[src/hdl/rfpw_pkg.sv]
// Shared constants, types and helpers of the pulse-width remote decoder.
package rfpw_pkg;

  localparam int CODE_BITS_DEF  = 40;
  localparam int SLOT_COUNT_DEF = 16;

  localparam int WIDTH_W  = 16;
  localparam int CODE_W   = 40;
  localparam int SLOT_W   = 4;
  localparam int DATA_W   = 32;
  localparam int ADDR_W   = 5;
  localparam int REG_IDX_W = 3;

  localparam logic [REG_IDX_W-1:0] REG_SYNC_MIN = 3'd0;
  localparam logic [REG_IDX_W-1:0] REG_SYNC_MAX = 3'd1;
  localparam logic [REG_IDX_W-1:0] REG_ZERO_MIN = 3'd2;
  localparam logic [REG_IDX_W-1:0] REG_ZERO_MAX = 3'd3;
  localparam logic [REG_IDX_W-1:0] REG_ONE_MIN  = 3'd4;
  localparam logic [REG_IDX_W-1:0] REG_ONE_MAX  = 3'd5;

  localparam logic [WIDTH_W-1:0] SYNC_MIN_RST = 16'd400;
  localparam logic [WIDTH_W-1:0] SYNC_MAX_RST = 16'd600;
  localparam logic [WIDTH_W-1:0] ZERO_MIN_RST = 16'd20;
  localparam logic [WIDTH_W-1:0] ZERO_MAX_RST = 16'd40;
  localparam logic [WIDTH_W-1:0] ONE_MIN_RST  = 16'd60;
  localparam logic [WIDTH_W-1:0] ONE_MAX_RST  = 16'd80;

  typedef struct packed {
    logic [WIDTH_W-1:0] sync_min;
    logic [WIDTH_W-1:0] sync_max;
    logic [WIDTH_W-1:0] zero_min;
    logic [WIDTH_W-1:0] zero_max;
    logic [WIDTH_W-1:0] one_min;
    logic [WIDTH_W-1:0] one_max;
  } bounds_t;

  typedef struct packed {
    logic sync_hit;
    logic bit_hit;
    logic one_hit;
  } pulse_class_t;

  // Both bounds are exclusive.
  function automatic logic in_window(input logic [WIDTH_W-1:0] w,
                                     input logic [WIDTH_W-1:0] lo,
                                     input logic [WIDTH_W-1:0] hi);
    in_window = (w > lo) && (w < hi);
  endfunction

endpackage

[src/hdl/rf_remote_pulse_width_decoder.sv]
// Top level of the pulse-width coded remote receiver with its register port.
// A result is registered once its final pulse has passed the input register.
// Throughput: one pulse per cycle, set by the input register feeding the
// decode logic and the result register; a stalled result holds a full input
// register, which then holds in_ready low until the result is taken.
// Reset (rst, synchronous) clears reception, bit count, slot counter and
// valids, and loads the default window bounds.
module rf_remote_pulse_width_decoder #(
  parameter int CODE_BITS  = rfpw_pkg::CODE_BITS_DEF,
  parameter int SLOT_COUNT = rfpw_pkg::SLOT_COUNT_DEF
) (
  input  logic                          clk,
  input  logic                          rst,
  input  logic                          in_valid,
  output logic                          in_ready,
  input  logic [rfpw_pkg::WIDTH_W-1:0]  pulse_width,
  output logic                          out_valid,
  input  logic                          out_ready,
  output logic [rfpw_pkg::CODE_W-1:0]   code,
  output logic [rfpw_pkg::SLOT_W-1:0]   slot,
  input  logic                          psel,
  input  logic                          penable,
  input  logic                          pwrite,
  input  logic [rfpw_pkg::ADDR_W-1:0]   paddr,
  input  logic [rfpw_pkg::DATA_W-1:0]   pwdata,
  output logic [rfpw_pkg::DATA_W-1:0]   prdata,
  output logic                          pready
);

  localparam int CNT_W  = $clog2(CODE_BITS + 1);
  localparam int SCNT_W = (SLOT_COUNT > 1) ? $clog2(SLOT_COUNT) : 1;
  localparam logic [CNT_W-1:0]  LAST_BIT  = CNT_W'(CODE_BITS - 1);
  localparam logic [SCNT_W-1:0] LAST_SLOT = SCNT_W'(SLOT_COUNT - 1);

  rfpw_pkg::bounds_t bounds;
  logic [rfpw_pkg::REG_IDX_W-1:0] reg_idx;
  logic cfg_write;

  // Register port
  assign pready    = 1'b1;
  assign reg_idx   = paddr[rfpw_pkg::ADDR_W-1:2];
  assign cfg_write = psel && penable && pwrite;

  always_ff @(posedge clk) begin
    if (rst) begin
      bounds.sync_min <= rfpw_pkg::SYNC_MIN_RST;
      bounds.sync_max <= rfpw_pkg::SYNC_MAX_RST;
      bounds.zero_min <= rfpw_pkg::ZERO_MIN_RST;
      bounds.zero_max <= rfpw_pkg::ZERO_MAX_RST;
      bounds.one_min  <= rfpw_pkg::ONE_MIN_RST;
      bounds.one_max  <= rfpw_pkg::ONE_MAX_RST;
    end else if (cfg_write) begin
      case (reg_idx)
        rfpw_pkg::REG_SYNC_MIN: bounds.sync_min <= pwdata[rfpw_pkg::WIDTH_W-1:0];
        rfpw_pkg::REG_SYNC_MAX: bounds.sync_max <= pwdata[rfpw_pkg::WIDTH_W-1:0];
        rfpw_pkg::REG_ZERO_MIN: bounds.zero_min <= pwdata[rfpw_pkg::WIDTH_W-1:0];
        rfpw_pkg::REG_ZERO_MAX: bounds.zero_max <= pwdata[rfpw_pkg::WIDTH_W-1:0];
        rfpw_pkg::REG_ONE_MIN:  bounds.one_min  <= pwdata[rfpw_pkg::WIDTH_W-1:0];
        rfpw_pkg::REG_ONE_MAX:  bounds.one_max  <= pwdata[rfpw_pkg::WIDTH_W-1:0];
        default: ;
      endcase
    end
  end

  always_comb begin
    prdata = '0;
    case (reg_idx)
      rfpw_pkg::REG_SYNC_MIN: prdata[rfpw_pkg::WIDTH_W-1:0] = bounds.sync_min;
      rfpw_pkg::REG_SYNC_MAX: prdata[rfpw_pkg::WIDTH_W-1:0] = bounds.sync_max;
      rfpw_pkg::REG_ZERO_MIN: prdata[rfpw_pkg::WIDTH_W-1:0] = bounds.zero_min;
      rfpw_pkg::REG_ZERO_MAX: prdata[rfpw_pkg::WIDTH_W-1:0] = bounds.zero_max;
      rfpw_pkg::REG_ONE_MIN:  prdata[rfpw_pkg::WIDTH_W-1:0] = bounds.one_min;
      rfpw_pkg::REG_ONE_MAX:  prdata[rfpw_pkg::WIDTH_W-1:0] = bounds.one_max;
      default: prdata = '0;
    endcase
  end

  // Input register
  logic                         s1_valid;
  logic [rfpw_pkg::WIDTH_W-1:0] s1_width;
  logic                         s1_fire;

  assign s1_fire  = s1_valid && (!out_valid || out_ready);
  assign in_ready = !s1_valid || s1_fire;

  always_ff @(posedge clk) begin
    if (rst) begin
      s1_valid <= 1'b0;
    end else if (in_ready) begin
      s1_valid <= in_valid;
    end
  end

  always_ff @(posedge clk) begin
    if (in_valid && in_ready) begin
      s1_width <= pulse_width;
    end
  end

  // Decode
  rfpw_pkg::pulse_class_t pclass;

  rfpw_classify u_classify (
    .pulse_width (s1_width),
    .bounds      (bounds),
    .pclass      (pclass)
  );

  logic                 receiving;
  logic                 receiving_next;
  logic [CNT_W-1:0]     bit_count;
  logic [CNT_W-1:0]     bit_count_next;
  logic [CODE_BITS-1:0] shift_word;
  logic [CODE_BITS-1:0] shift_word_next;
  logic [SCNT_W-1:0]    slot_counter;
  logic [SCNT_W-1:0]    slot_counter_next;
  logic                 emit;

  always_comb begin
    receiving_next    = receiving;
    bit_count_next    = bit_count;
    shift_word_next   = shift_word;
    slot_counter_next = slot_counter;
    emit              = 1'b0;
    if (pclass.sync_hit) begin
      receiving_next  = 1'b1;
      bit_count_next  = '0;
      shift_word_next = '0;
    end else if (receiving && pclass.bit_hit) begin
      shift_word_next = {shift_word[CODE_BITS-2:0], pclass.one_hit};
      if (bit_count == LAST_BIT) begin
        emit              = 1'b1;
        receiving_next    = 1'b0;
        bit_count_next    = '0;
        slot_counter_next = (slot_counter == LAST_SLOT) ? '0 : slot_counter + 1'b1;
      end else begin
        bit_count_next = bit_count + 1'b1;
      end
    end else begin
      receiving_next = 1'b0;
    end
  end

  always_ff @(posedge clk) begin
    if (rst) begin
      receiving    <= 1'b0;
      bit_count    <= '0;
      shift_word   <= '0;
      slot_counter <= '0;
    end else if (s1_fire) begin
      receiving    <= receiving_next;
      bit_count    <= bit_count_next;
      shift_word   <= shift_word_next;
      slot_counter <= slot_counter_next;
    end
  end

  // Result register
  logic [CODE_BITS+rfpw_pkg::CODE_W-1:0] code_ext;
  logic [SCNT_W+rfpw_pkg::SLOT_W-1:0]    slot_ext;

  assign code_ext = {{rfpw_pkg::CODE_W{1'b0}}, shift_word_next};
  assign slot_ext = {{rfpw_pkg::SLOT_W{1'b0}}, slot_counter};

  always_ff @(posedge clk) begin
    if (rst) begin
      out_valid <= 1'b0;
    end else if (s1_fire) begin
      out_valid <= emit;
    end else if (out_ready) begin
      out_valid <= 1'b0;
    end
  end

  always_ff @(posedge clk) begin
    if (s1_fire && emit) begin
      code <= code_ext[rfpw_pkg::CODE_W-1:0];
      slot <= slot_ext[rfpw_pkg::SLOT_W-1:0];
    end
  end

`ifndef SYNTHESIS
  a_count_range: assert property (@(posedge clk) disable iff (rst)
    bit_count <= LAST_BIT)
    else $error("bit count beyond code length");

  a_slot_range: assert property (@(posedge clk) disable iff (rst)
    slot_counter <= LAST_SLOT)
    else $error("slot counter beyond slot count");

  a_emit_stops: assert property (@(posedge clk) disable iff (rst)
    (s1_fire && emit) |=> (!receiving && bit_count == '0 && out_valid))
    else $error("reception did not stop after a complete code");

  a_stall_blocks: assert property (@(posedge clk) disable iff (rst)
    (s1_valid && out_valid && !out_ready) |-> !in_ready)
    else $error("input taken while the decode stage is stalled");
`endif

endmodule

[src/hdl/rfpw_classify.sv]
// Sorts one pulse width into sync, zero-bit and one-bit windows.
module rfpw_classify (
  input  logic [rfpw_pkg::WIDTH_W-1:0] pulse_width,
  input  rfpw_pkg::bounds_t            bounds,
  output rfpw_pkg::pulse_class_t       pclass
);

  logic zero_hit;
  logic one_hit;

  assign zero_hit = rfpw_pkg::in_window(pulse_width, bounds.zero_min, bounds.zero_max);
  assign one_hit  = rfpw_pkg::in_window(pulse_width, bounds.one_min, bounds.one_max);

  assign pclass.sync_hit = rfpw_pkg::in_window(pulse_width, bounds.sync_min, bounds.sync_max);
  assign pclass.bit_hit  = zero_hit || one_hit;
  // A width inside both bit windows counts as a one.
  assign pclass.one_hit  = one_hit;

endmodule
[config.mk]
export PLATFORM = sky130hd
export DESIGN_NAME = rf_remote_pulse_width_decoder
export DESIGN_NICKNAME = d
export VERILOG_FILES = /design/src/hdl/rfpw_pkg.sv /design/src/hdl/rf_remote_pulse_width_decoder.sv /design/src/hdl/rfpw_classify.sv
export SDC_FILE = /design/constraint.sdc
export NUM_CORES = 1
export LEC_CHECK = 0
export BUFFER_PORTS_ARGS = -buffer_cell sky130_fd_sc_hd__buf_2
export CAP_MARGIN = 20
export CORE_MARGIN = 2
export CORE_UTILIZATION = 53
export DETAILED_ROUTE_END_ITERATION = 10
export GPL_ROUTABILITY_DRIVEN = 0
export PLACE_DENSITY = 0.84
export RECOVER_POWER = 100
export SYNTH_ARGS = -nofsm -noshare
export SYNTH_HDL_FRONTEND = slang
export SYNTH_SLANG_ARGS = --single-unit
[constraint.sdc]
create_clock -name clk -period 3.7 [get_ports clk]
set_input_delay 0.37 -clock clk [delete_from_list [all_inputs] [get_ports clk]]
set_output_delay 0.37 -clock clk [all_outputs]
set_load 0.005 [all_outputs]
==> run_results.csv <==
group,metric,value,unit
timing,whs,0.0269,ns
status,outcome,"complete, but fails checks",
worst_setup_path,arrival,3.78,ns
worst_setup_path,critPathKind,"flip-flop to flip-flop",
timing,relSlewSlack,-8.69,%
timing,finalSetupTns,0,ns
synthesis,synthTopCellsByCount,"262 x nand2_1, 154 x a21oi_1, 149 x dfxtp_1",
floorplan,rows,51,
power,finalPower,4.99,mW
synthesis,ys_seq_elements,209,
synthesis,synthTopCellsByArea,"dfxtp_1 28%, edfxtp_1 17%, ha_1 11%, nand2_1 9.3%, a21oi_1 7.3%",
synthesis,synth_area_per_cell,8.89,sq um
timing,fmax,297,MHz
detailed_routing,post-route-drc-count,0,
floorplan,initial_utilization,54.1,%
status,violations,"max-capacitance violations, max-slew violations",
job,maxCapViolCount,1,
timing,period_needed,3.37,ns
detailed_routing,routedWlPerCell,17.5,microns
detailed_routing,vias_per_cell,5.84,
worst_setup_path,r2r-start,"s1_width[13]",
synthesis,synth_ff_type,"dfxtp_1",
timing,worst_clock_skew,0.00715,ns
clock_tree,cts_buffers,23,
detailed_routing,final_antenna_net_count,0,
worst_setup_path,rr_worst_depth,9,
floorplan,dieArea,21000,sq um
synthesis,ys_seq_area_share,45.5,%
cells_and_area,synthToLayoutAreaGrowth,12.8,%
clock_tree,cts_htree_levels,1,
synthesis,syn_inst,1184,
timing,grt_setup_unrepaired,"false",
cells_and_area,drive_gt1_share,10.6,%
worst_setup_path,critPathMaxFanout,39,
detailed_routing,firstDrtPassIters,5,
power,p_leak,4.61,nW
global_route,grt.total_usage,25.2,%
synthesis,async_flop_share,0,%
detailed_routing,wirelength,27.2,mm
global_route,grt_max_degree,61,
worst_setup_path,reg2reg_to,"bit_count[3]",
clock_tree,postCtsSetupBuffers,0,
synthesis,syn_area,10500,sq um
global_route,grt_first_pass_wirelength,43.3,mm
cells_and_area,diodes,0,
placement,port_buffers,103,
clock_tree,cts_tree,"yes",
clock_tree,clock_latency,0.52,ns
clock_tree,clockBufferDepth,3,
timing,fin_ws,0.335,ns
cells_and_area,final_util,61.0,%
worst_setup_path,cp.required,4.11,ns
clock_tree,clkSinkCount,209,
synthesis,synth_edf_count,60,
synthesis,synth.largest_area_cell,"dfxtp_1",
cells_and_area,finalNetCount,1424,
timing,setup_viol,0,
clock_tree,holdBufCountCts,0,
timing,slew_viol_final,12,
power,vdd_drop_max,0.414,mV
timing,finalHoldViolCount,0,
floorplan,fp.dieW,145,microns
worst_setup_path,crit_path_end_kind,"flip-flop",
synthesis,ys_warn_count,0,
worst_setup_path,worst_setup_path_start_kind,"flip-flop",
floorplan,dieHeight,145,microns
min_path,holdCritPathClass,"input port to flip-flop",
global_route,antenna_found_initial,0,
worst_setup_path,rrSetupSlack,0.33,ns
timing,fin_crit_sh,90.9,%
timing,worst_slew_pin_slew,1.63,ns
synthesis,synth_top_area_share,28.3,%
global_route,first_global_vias,8564,
placement,dpl.hpwl,18.7,mm
power,power_density,420,nW/um^2
worst_setup_path,critPathLaunch,"s1_width[13]",
clock_tree,cts_resized,0,
detailed_routing,drt_iter0_markers,713,
worst_setup_path,cp-endpoint,"bit_count[3]",
floorplan,io_pins,139,
detailed_routing,vias,9055,
floorplan,core_area,19500,sq um
global_route,grt-ovfl-total,0,
placement,dp_slack,0.349,ns
clock_tree,clk_pin_slew,0.06,ns
cells_and_area,nFillCells,1665,
clock_tree,cts_root_buf,"clkbuf_16",
synthesis,ys_types,56,
synthesis,post-synth-top-count-cell,"nand2_1",
flip-flops by register name (all words and copies together), names as in the netlist:
| signal | count |
|---|---|
| slot | 4 |
| shift_word | 40 |
| out_valid | 1 |
| code | 40 |
| bit_count | 6 |
| s1_valid | 1 |
| bounds | 96 |
| s1_width | 16 |
| slot_counter | 4 |
| receiving | 1 |
per-stage QoR:
stage / cells / area (sq um)
floorplan: 1199 / 10600
CTS: 1550 / 12000
detailed placement: 1509 / 11200
global route: 1550 / 11900
finish: 1550 / 11900
global placement: 1509 / 11200
cells in the final DEF, fill, tap and decap left out, types with 4 or more instances in the layout:
master | synthesis | routed
nor2_1 | 36 | 36
nor3_1 | 7 | 7
dfxtp_1 | 149 | 149
o211ai_1 | 4 | 4
nand2b_1 | 4 | 4
and4_1 | 5 | 5
a22oi_1 | 48 | 48
nor2b_1 | 5 | 5
nor3b_1 | 4 | 4
ha_1 | 95 | 95
and2_0 | 2 | 9
a22o_1 | 43 | 43
buf_4 | 17 | 8
nand3_1 | 23 | 23
nor4_1 | 4 | 4
conb_1 | 2 | 17
edfxtp_1 | 60 | 60
clkbuf_16 | 0 | 24
inv_1 | 93 | 93
nand4_1 | 16 | 16
a211oi_1 | 5 | 5
clkinv_2 | 0 | 6
a21oi_1 | 154 | 154
clkbuf_1 | 52 | 33
nand2_1 | 262 | 262
buf_2 | 2 | 82
a211o_1 | 19 | 19
a21o_1 | 11 | 11
o21ai_0 | 10 | 10
worst max-delay path, cell delays in order, from the launching register on:
cell and delay (ns):
edfxtp_1 0.55, ha_1 0.37, a211oi_1 0.23, nor2_1 0.08, a2111oi_0 0.54, o311a_1 0.54, buf_4 0.45, nand2_1 0.17
o311a_1 0.16, a21o_1 0.15
area by class of cell:
type                    instances  area [sq um]  area share, %
multi-input cells             819          5070           42.6
flip-flops and latches        209          4780           40.3
clock buffers                  32           661           5.56
repair buffers                123           633           5.33
inverters                      93           349           2.94
well taps                     265           332           2.79
clock inverters                 9          53.8          0.453
metal layers:
metal | share of wire, % | vias to the layer above | global-route usage [%]
met2 | 48 | 408 | 42.6
met1 | 40 | 4248 | 30.7
met3 | 8.6 | 102 | 6.04
li1 | - | 4297 | -
met4 | 4.1 | 0 | 10.7
met5 | 0 | - | 0
power breakdown:
part	switching [mW]	internal, mW
combinational	0.262	0.147
clock	0.915	1.25
sequential	0.0422	2.37
total	1.22	3.77
worst min path at each step:
stage | cells past startpoint | end | slack [ns] | startpoint
after floorplan | 0 | slot[3] | 0.44 | slot_counter[3]
after global placement | 2 | bounds[15] | 0.46 | bounds[15]
after detailed placement | 1 | shift_word[39] | 0.46 | shift_word[39]
after CTS | 1 | s1_width[15] | 0.02 | pulse_width[15]
after global routing | 1 | s1_width[15] | 0.01 | pulse_width[15]
final | 1 | s1_width[9] | 0.03 | pulse_width[9]
kinds of logic after synthesis:
kind of cell | count (synthesis) | share of synthesized area (%)
XOR/XNOR | 2 | 0.166
buffers and inverters | 171 | 7.01
adder cells (fa/ha/maj) | 95 | 11.3
AO/OA/AOI/OAI | 315 | 19.7
other | 2 | 0.0713
flip-flops | 209 | 45.5
AND/OR/NAND/NOR | 388 | 16.1
multiplexers | 2 | 0.190
Power figures use the tool's default switching activity.
